**src/rtl/core/rpac_pkg.sv**
```systemverilog
package rpac_pkg;

    localparam int COORD_BITS     = 24;
    localparam int COEF_FRAC_BITS = 16;

    localparam int COEF_W  = COEF_FRAC_BITS + 2;
    localparam int DIFF_W  = COORD_BITS + 1;
    localparam int PROD_W  = DIFF_W + COEF_W;
    localparam int ACC_W   = PROD_W + 1;
    localparam int RND_W   = ACC_W - COEF_FRAC_BITS;
    localparam int SUM_W   = RND_W + 1;
    localparam int ANGLE_W = 9;
    localparam int TAB_W   = 7;
    localparam int TAB_N   = 91;

    localparam int IN_DATA_W  = 4 * COORD_BITS;
    localparam int OUT_DATA_W = ((2 * COORD_BITS + 7) / 8) * 8;

    localparam int CFG_IDX_W  = 1;
    localparam int CFG_DATA_W = ANGLE_W;

    localparam logic [CFG_IDX_W-1:0] REG_ANGLE_DEG = 1'b0;
    localparam logic [CFG_IDX_W-1:0] REG_DIR_CW    = 1'b1;

    localparam logic [ANGLE_W-1:0] ANGLE_RESET = 9'd90;
    localparam logic               DIR_RESET   = 1'b1;

    localparam logic [63:0] PI_Q31 = 64'd6746518852;

    typedef logic [COEF_W-1:0] t_coef_tab [0:TAB_N-1];

    typedef struct packed {
        logic signed [COEF_W-1:0] c;
        logic signed [COEF_W-1:0] s;
    } t_coef;

    localparam logic [63:0] TERM_DIV [1:12] = '{
        64'd6, 64'd20, 64'd42, 64'd72, 64'd110, 64'd156,
        64'd210, 64'd272, 64'd342, 64'd420, 64'd506, 64'd600
    };

    // sine of whole degrees 0..90, odd series in q31, rounded to coefficient format
    function automatic t_coef_tab build_coef_tab();
        t_coef_tab          tab;
        logic [63:0]        x;
        logic [63:0]        x2;
        logic [63:0]        term;
        logic [63:0]        v;
        logic signed [63:0] acc;
        int                 k;
        int                 n;
        for (k = 0; k < TAB_N; k++) begin
            if (k == 0) begin
                v = 64'd0;
            end else if (k == 30) begin
                v = 64'd1 << 30;
            end else if (k == 90) begin
                v = 64'd1 << 31;
            end else begin
                x    = (64'(k) * PI_Q31 + 64'd90) / 64'd180;
                x2   = (x * x) >> 31;
                acc  = $signed(x);
                term = x;
                for (n = 1; n <= 12; n++) begin
                    term = ((term * x2) >> 31) / TERM_DIV[n];
                    if (n % 2 == 1) begin
                        acc = acc - $signed(term);
                    end else begin
                        acc = acc + $signed(term);
                    end
                end
                if (acc < 0) begin
                    acc = 64'sd0;
                end
                if (acc > $signed(64'd1 << 31)) begin
                    acc = $signed(64'd1 << 31);
                end
                v = $unsigned(acc);
            end
            tab[k] = COEF_W'((v + (64'd1 << (30 - COEF_FRAC_BITS))) >> (31 - COEF_FRAC_BITS));
        end
        return tab;
    endfunction

    localparam t_coef_tab COEF_TAB = build_coef_tab();

endpackage

```
**src/rtl/core/rpac_coef.sv**
```systemverilog
module rpac_coef (
    input  logic                               i_clk,
    input  logic                               i_rst_n,
    input  logic                               i_cfg_valid,
    output logic                               o_cfg_ready,
    input  logic [rpac_pkg::CFG_IDX_W-1:0]     i_cfg_index,
    input  logic [rpac_pkg::CFG_DATA_W-1:0]    i_cfg_data,
    output rpac_pkg::t_coef                    o_coef
);
    import rpac_pkg::*;

    logic [ANGLE_W-1:0] r_angle;
    logic               r_dir;
    t_coef              r_coef;
    t_coef              n_coef;

    logic [ANGLE_W-1:0] ang;
    logic [ANGLE_W-1:0] idx_s_full;
    logic [ANGLE_W-1:0] idx_c_full;
    logic               neg_s;
    logic               neg_c;
    logic [COEF_W-1:0]  mag_s;
    logic [COEF_W-1:0]  mag_c;

    assign o_cfg_ready = 1'b1;

    always_ff @(posedge i_clk) begin
        if (!i_rst_n) begin
            r_angle <= ANGLE_RESET;
            r_dir   <= DIR_RESET;
        end else if (i_cfg_valid) begin
            case (i_cfg_index)
                REG_ANGLE_DEG: r_angle <= i_cfg_data;
                REG_DIR_CW:    r_dir   <= i_cfg_data[0];
                default:       r_angle <= r_angle;
            endcase
        end
    end

    always_comb begin
        ang = (r_angle >= 9'd360) ? r_angle - 9'd360 : r_angle;
        if (ang <= 9'd90) begin
            idx_s_full = ang;
            idx_c_full = 9'd90 - ang;
            neg_s      = 1'b0;
            neg_c      = 1'b0;
        end else if (ang <= 9'd180) begin
            idx_s_full = 9'd180 - ang;
            idx_c_full = ang - 9'd90;
            neg_s      = 1'b0;
            neg_c      = 1'b1;
        end else if (ang <= 9'd270) begin
            idx_s_full = ang - 9'd180;
            idx_c_full = 9'd270 - ang;
            neg_s      = 1'b1;
            neg_c      = 1'b1;
        end else begin
            idx_s_full = 9'd360 - ang;
            idx_c_full = ang - 9'd270;
            neg_s      = 1'b1;
            neg_c      = 1'b0;
        end
        mag_s    = COEF_TAB[idx_s_full[TAB_W-1:0]];
        mag_c    = COEF_TAB[idx_c_full[TAB_W-1:0]];
        // anticlockwise flips the sine sign
        n_coef.s = (neg_s ^ ~r_dir) ? -$signed(mag_s) : $signed(mag_s);
        n_coef.c = neg_c ? -$signed(mag_c) : $signed(mag_c);
    end

    always_ff @(posedge i_clk) begin
        r_coef <= n_coef;
    end

    assign o_coef = r_coef;

endmodule

```
**config.mk**
```make
export PLATFORM = sky130hd
export DESIGN_NAME = rpac_coef
export DESIGN_NICKNAME = d
export VERILOG_FILES = /design/src/rtl/core/rpac_pkg.sv /design/src/rtl/core/rpac_coef.sv
export SDC_FILE = /design/constraint.sdc
export NUM_CORES = 1
export LEC_CHECK = 0
export BUFFER_PORTS_ARGS = -buffer_cell sky130_fd_sc_hd__buf_2
export CAP_MARGIN = 20
export CORE_MARGIN = 3
export CORE_UTILIZATION = 35
export CTS_CLUSTER_SIZE = 25
export DETAILED_ROUTE_END_ITERATION = 16
export PLACE_DENSITY = 0.51
export SLEW_MARGIN = 10
export SYNTH_ARGS = -nofsm -noshare
export SYNTH_HDL_FRONTEND = slang
export SYNTH_SLANG_ARGS = --single-unit
```
**constraint.sdc**
```tcl
create_clock -name i_clk -period 7.35 [get_ports i_clk]
set_clock_uncertainty 0.05 [all_clocks]
set_input_delay 0.3675 -clock i_clk [delete_from_list [all_inputs] [get_ports i_clk]]
set_output_delay 0.3675 -clock i_clk [all_outputs]
set_load 0.03 [all_outputs]
```
==> impl_metrics.toml, run 1 <==
[grt]
grt_util_met3 = 0.0677
grt_use_met1 = 0.403
grt_pass1_vias = 10000
grt_pass1_wl_mm = 60.8
grt_antenna_before_repair = 0
grt.overflow.total = 0
grtUsageMet2 = 0.432
grt_max_degree = 43
top_usage_layer = "met2"
track_usage = 0.289

[sta]
slew_violations = 0
timing.final.crit_share = 0.931
setup_slack_ps = 508
max_slew_margin = 0.172
tightest_slew_ps = 1230
fin_setup_tns_ps = 0
fmax_mhz = 146
rsz0062_at_grt = "no"
fin_crit_ps = 6840
finalSetupViolCount = 0
hold_violations = 0

[yosys]
synthAdderAreaFrac = 0.0422
synth_xor_xnor_area_share = 0.0395
synth_top_family_by_area = "compound AO/OA/AOI/OAI gates"
synth_mux_area_frac = 0.0227
syn_nets = 1252
syn_inst = 1210
synth_top_area_share = 0.107
synth_cell_types = 109
synth_area_leaders = "dfxtp_1 11%, a21oi_1 4.6%, nand2_1 4.6%"
synth_area_sq_um = 8590
synth-simple-area-share = 0.252
yosys.area.top_type = "dfxtp_1"
synth_edf_count = 0
ys_ff_latch = 46
ys_warn_count = 0
yosysMostFrequentCell = "nand2_1"
synth_compound_area_frac = 0.454
synth_common_cells = "105 x nand2_1, 103 x nor2_1, 79 x a21oi_1, 71 x o21ai_0, 59 x nand3_1"
avgSynthCellArea_sq_um = 7.10
synthArstFlopShare = 0
ys.flop_type = "dfxtp_1"
ys_seq_area_frac = 0.107

[power]
pwr-share-clk = 0.091
p_int_mw = 1.09
comb_power_share = 0.762
seqPwrFrac = 0.147
p_per_area_nw_per_um2 = 281
p_leak_nw = 3.26
ir_worst_vdd_mv = 0.138
swShare = 0.577
power.net_switching_mw = 1.48

[layout]
nNetsFinal = 1235
drive_gt1_frac = 0.146
area_growth_syn_to_layout_pct = 6.28
antennaDiodeCount = 0

[worst_setup_path]
critPathArrivalTime_ps = 6980
path_max_fanout = 17
worstPathRequired_ps = 7490
end_kind = "register"
startpoint_type = "register"
criticalPathCategory = "register to register"

[clocking]
cts_buffers = 5
cts_resized = 0
cts_hold_buf = 0
clk_latency_ps = 300
cts_tree = "built"
post_cts.repair.setup_buffers = 0
clock-root-buffer = "clkbuf_16"
h-tree-depth = 2
numClockSinks = 46
path_clk_slew_ps = 70
cts_buffer_depth = 2

[flow_run]
drv_cap = 0

[routing]
wirelength_mm = 39.2
antenna_left = 0
vias_per_cell = 7.05
num_vias = 10700
drc = 0
wl_per_cell_um = 25.9
first_pass_iters = 6
initialDrtViolationCount = 1553

[floorplan]
core_area_sq_um = 23800
fp.dieH_um = 163
start_util = 0.361
ioPinCount = 50
die_area_sq_um = 26500
die_x_um = 163
rows = 56

[placement]
dp_slack_ps = 604
port_buffers = 48
gp_congestion = 1.00
hpwlAfterDp_mm = 27.8

[hold_path]
hp-class = "input port to register"

[run_status]
status = "finished clean"
[final cells by class]
type,count,area (sq um)
well taps,319,399
fillers,2546,14700
repair buffers,92,587
flip-flops and latches,46,921
clock inverters,3,21.3
multi-input cells,1021,6980
inverters,27,101
clock buffers,5,125
[metal layers]
metal,part of all wire,wire length [um],up-vias
li1,-,-,4731
met3,0.11,4440,144
met5,0,0,-
met4,0.039,1530,0
met2,0.42,16600,757
met1,0.43,16700,5035
[flip-flops by register name, summed over array words and instances (netlist names)]
register / cells
r_angle: 9
o_coef: 36
r_dir: 1
[critical path, cell delays in order (launching register included)]
cell       delay [ps]
dfxtp_1           660
inv_1             220
ha_1              300
nand2b_1          170
o21a_1            230
or2_1             450
nor3_1            610
o21ai_1           120
buf_4             180
o22ai_1           260
or2_2             180
buf_4             260
ha_1              450
inv_1             240
nor3_2            310
a2111o_1          150
o2111ai_1         150
o22ai_1           340
or2_2             180
ha_1              160
nand3_1           140
or2_1             320
o41a_1            440
xnor2_1           130
[cells in the final DEF, fill, tap and decap left out, types with 8 or more instances in the layout]
master | Yosys | final
xnor2_1 | 23 | 23
a211oi_1 | 26 | 26
a21oi_1 | 79 | 79
a211o_1 | 9 | 9
a31oi_1 | 24 | 24
o2111ai_1 | 18 | 18
buf_4 | 7 | 41
a2111oi_0 | 9 | 9
a221oi_1 | 15 | 15
a311oi_1 | 12 | 12
inv_1 | 24 | 24
o21ai_1 | 14 | 14
o221ai_1 | 8 | 8
dfxtp_1 | 46 | 46
ha_1 | 29 | 29
and3_1 | 8 | 8
nor3_1 | 34 | 34
mux2i_1 | 15 | 15
o21ai_0 | 71 | 71
a22oi_1 | 11 | 11
o21a_1 | 11 | 11
nor2_1 | 103 | 101
a21boi_0 | 8 | 8
buf_2 | 49 | 48
o31ai_1 | 18 | 18
nand3_1 | 59 | 59
o211ai_1 | 42 | 42
nand4_1 | 22 | 22
nor4_1 | 9 | 9
a221o_1 | 8 | 8
o22ai_1 | 24 | 24
xor2_1 | 12 | 12
o211a_1 | 8 | 8
nand2_1 | 105 | 105
a21o_1 | 12 | 12
[power by group through the flow]
stage | sequential [mW] | combinational, mW | clock [mW]
final | 0.377 | 1.96 | 0.234
after detailed placement | 0.384 | 1.89 | 0
after global routing | 0.386 | 2.08 | 0.251
after floorplan | 0.586 | 1.17 | 0
after global placement | 0.384 | 1.92 | 0
after CTS | 0.378 | 1.90 | 0.243
[cells by family (layout without fill, tap and decap cells)]
logic type | Yosys count | count (layout)
AOI/OAI and AO/OA | 522 | 522
xor gates and xnor gates | 37 | 37
adders and majority gates | 29 | 29
buffers and inverters | 143 | 127
DFF | 46 | 46
muxes | 19 | 19
other | 1 | 1
and+or+nand+nor | 413 | 413
[worst paths after layout]
| path | start | end | slack (ps) | depth (start not counted) |
|---|---|---|---|---|
| setup / recovery | r_angle[3]$_SDFFE_PN1P_ | o_coef[14]$_DFF_P_ | 510 | 23 |
| hold / removal | i_cfg_data[4] | r_angle[4]$_SDFFE_PN1P_ | 230 | 3 |
| setup reg to reg | r_angle[3]$_SDFFE_PN1P_ | o_coef[14]$_DFF_P_ | 510 | 23 |
| hold reg to reg | r_dir$_SDFFE_PN1P_ | r_dir$_SDFFE_PN1P_ | 490 | 2 |
[stage by stage]
stage               power [mW]  hold slack [ps]   util  std cells  area [sq um]
detailed placement        2.28              483  0.376       1503          8970
CTS                       2.52              227  0.383       1511          9110
finish                    2.57              234  0.383       1513          9130
floorplan                 1.75              435      -       1210          8590
global route              2.72              251  0.383       1513          9130
global placement          2.31              465  0.376       1503          8970
No activity file was read; power rests on OpenSTA's default activity.
==> run 2: changes to the inputs <==
- CORE_ASPECT_RATIO: default -> 1.5
- SLEW_MARGIN: 10 -> 0
==> impl_metrics.toml, run 2 (same netlist as run 1, synthesis figures left out) <==
[run_status]
status = "finished clean"

[floorplan]
core_area_sq_um = 23900
fp.dieH_um = 198
ioPinCount = 50
die_area_sq_um = 26500
die_x_um = 134
start_util = 0.359
rows = 69

[layout]
antennaDiodeCount = 0
multiInputGateArea_sq_um = 6980
nNetsFinal = 1247
largest_register_ffs = 36
final-seq-area_sq_um = 921
nFillCells = 2595
layout_common_cells = "105 x nand2_1, 101 x nor2_1, 79 x a21oi_1, 71 x o21ai_0, 59 x nand3_1"
area_growth_syn_to_layout_pct = 7.81
layout_commonest_cell = "nand2_1"
drive_gt1_frac = 0.154

[sta]
fin_crit_ps = 6660
fin_setup_tns_ps = 0
slew_violations = 0
max_slew_margin = 0.271
finalSetupViolCount = 0
rsz0062_at_grt = "no"
fmax_mhz = 150
setup_slack_ps = 691
tightest_slew_ps = 1090
timing.final.crit_share = 0.906
hold_violations = 0

[placement]
port_buffers = 48
hpwlAfterDp_mm = 31.8
gp_congestion = 1.06
dp_slack_ps = 923

[worst_setup_path]
worstPathRequired_ps = 7490
criticalPathCategory = "register to register"
cp_slowest_stage_delay_ps = 620
critPathTopFamily = "simple AND/OR/NAND/NOR gates"
end_kind = "register"
critPathArrivalTime_ps = 6800
cpMaxStageDelayCell = "nor3_1"
startpoint_type = "register"
critPathBufInv = 3
cp_cell_sequence = "inv_1 > ha_1 > nand2b_1 > o21a_1 > or2_1 > nor3_1 > o21ai_1 > buf_4 > o22ai_1 > or2_2 > inv_1 > ha_1 > nor2_1 > a31oi_1 > a32oi_1 > a311oi_1 > a211oi_1 > or4_1 > nand3_1 > or2_1 > o41a_1 > xnor2_1"
path_max_fanout = 15

[power]
p_per_area_nw_per_um2 = 294
ir_worst_vdd_mv = 0.204
p_int_mw = 1.18
p_leak_nw = 3.34
power.net_switching_mw = 1.55
pwr-share-clk = 0.114
swShare = 0.568
seqPwrFrac = 0.140
comb_power_share = 0.746

[routing]
routedLengthMet1_mm = 15.5
drc = 0
top_layer = "met4"
antenna_left = 0
wl_met2_mm = 20.7
num_vias = 11000
initialDrtViolationCount = 1417
wirelength_mm = 43.6
vias_per_cell = 7.18
met3_length_mm = 3.80
first_pass_iters = 9
wl_per_cell_um = 28.6

[clocking]
clock-root-buffer = "clkbuf_16"
clk_latency_ps = 300
cts_tree = "built"
post_cts.repair.setup_buffers = 0
numClockSinks = 46
h-tree-depth = 2
cts_resized = 0
cts_buffer_depth = 2
cts_buffers = 5
cts_hold_buf = 0
path_clk_slew_ps = 60

[hold_path]
hp-class = "input port to register"

[grt]
grt.overflow.total = 0
grt_pass1_vias = 10500
track_usage = 0.319
grt_pass1_wl_mm = 65.8
grt_max_degree = 47
grt_antenna_before_repair = 0

[flow_run]
drv_cap = 0
[run 2: path summary, 6_finish.rpt]
path / cells past startpoint / from / slack [ps] / to
min: 3 / i_cfg_data[3] / 250 / r_angle[3]$_SDFFE_PN1P_
max: 22 / r_angle[4]$_SDFFE_PN1P_ / 690 / o_coef[14]$_DFF_P_
max reg2reg: 22 / r_angle[4]$_SDFFE_PN1P_ / 690 / o_coef[14]$_DFF_P_
min reg2reg: 2 / r_dir$_SDFFE_PN1P_ / 490 / r_dir$_SDFFE_PN1P_
[run 2: power by group through the flow]
| stage | Combinational [mW] | Clock, mW | Sequential, mW |
|---|---|---|---|
| 6_report | 2.03 | 0.311 | 0.381 |
| 5_1_grt | 2.15 | 0.322 | 0.390 |
| 4_1_cts | 1.97 | 0.318 | 0.383 |
| 3_5_place_dp | 1.96 | 0 | 0.389 |
| 3_3_place_gp | 1.98 | 0 | 0.389 |
| 2_1_floorplan | 1.17 | 0 | 0.586 |
[run 2: metrics by stage]
step | util | instance area (sq um) | instances | hold slack [ps] | total power [mW]
floorplan | - | 8590 | 1210 | 435 | 1.75
finish | 0.387 | 9260 | 1525 | 255 | 2.72
detailed placement | 0.379 | 9060 | 1517 | 479 | 2.35
global placement | 0.378 | 9040 | 1515 | 473 | 2.37
global route | 0.387 | 9260 | 1525 | 282 | 2.86
CTS | 0.387 | 9260 | 1525 | 255 | 2.67
[run 2: layer usage]
metal / vias to the layer above / global-route usage
li1: 4746 / -
met1: 5155 / 0.359
met2: 797 / 0.550
met3: 257 / 0.0536
met4: 0 / 0.211
met5: - / 0
[run 2: worst reg2reg max path: cells and delay by family, from the launching register on]
| kind | cells | cell delay [ps] |
|---|---|---|
| buf+inv | 3 | 430 |
| compound gates | 8 | 1980 |
| fa+ha+maj | 2 | 530 |
| simple gates | 8 | 2980 |
| xor+xnor | 1 | 130 |
| flops | 1 | 450 |
[run 2: cell type report]
cell class / instances / area share
flip-flops and latches: 46 / 0.0994
clock inverters: 2 / 0.00648
clock buffers: 6 / 0.0150
well taps: 319 / 0.0431
multi-input cells: 1021 / 0.753
repair buffers: 104 / 0.0719
inverters: 27 / 0.0109
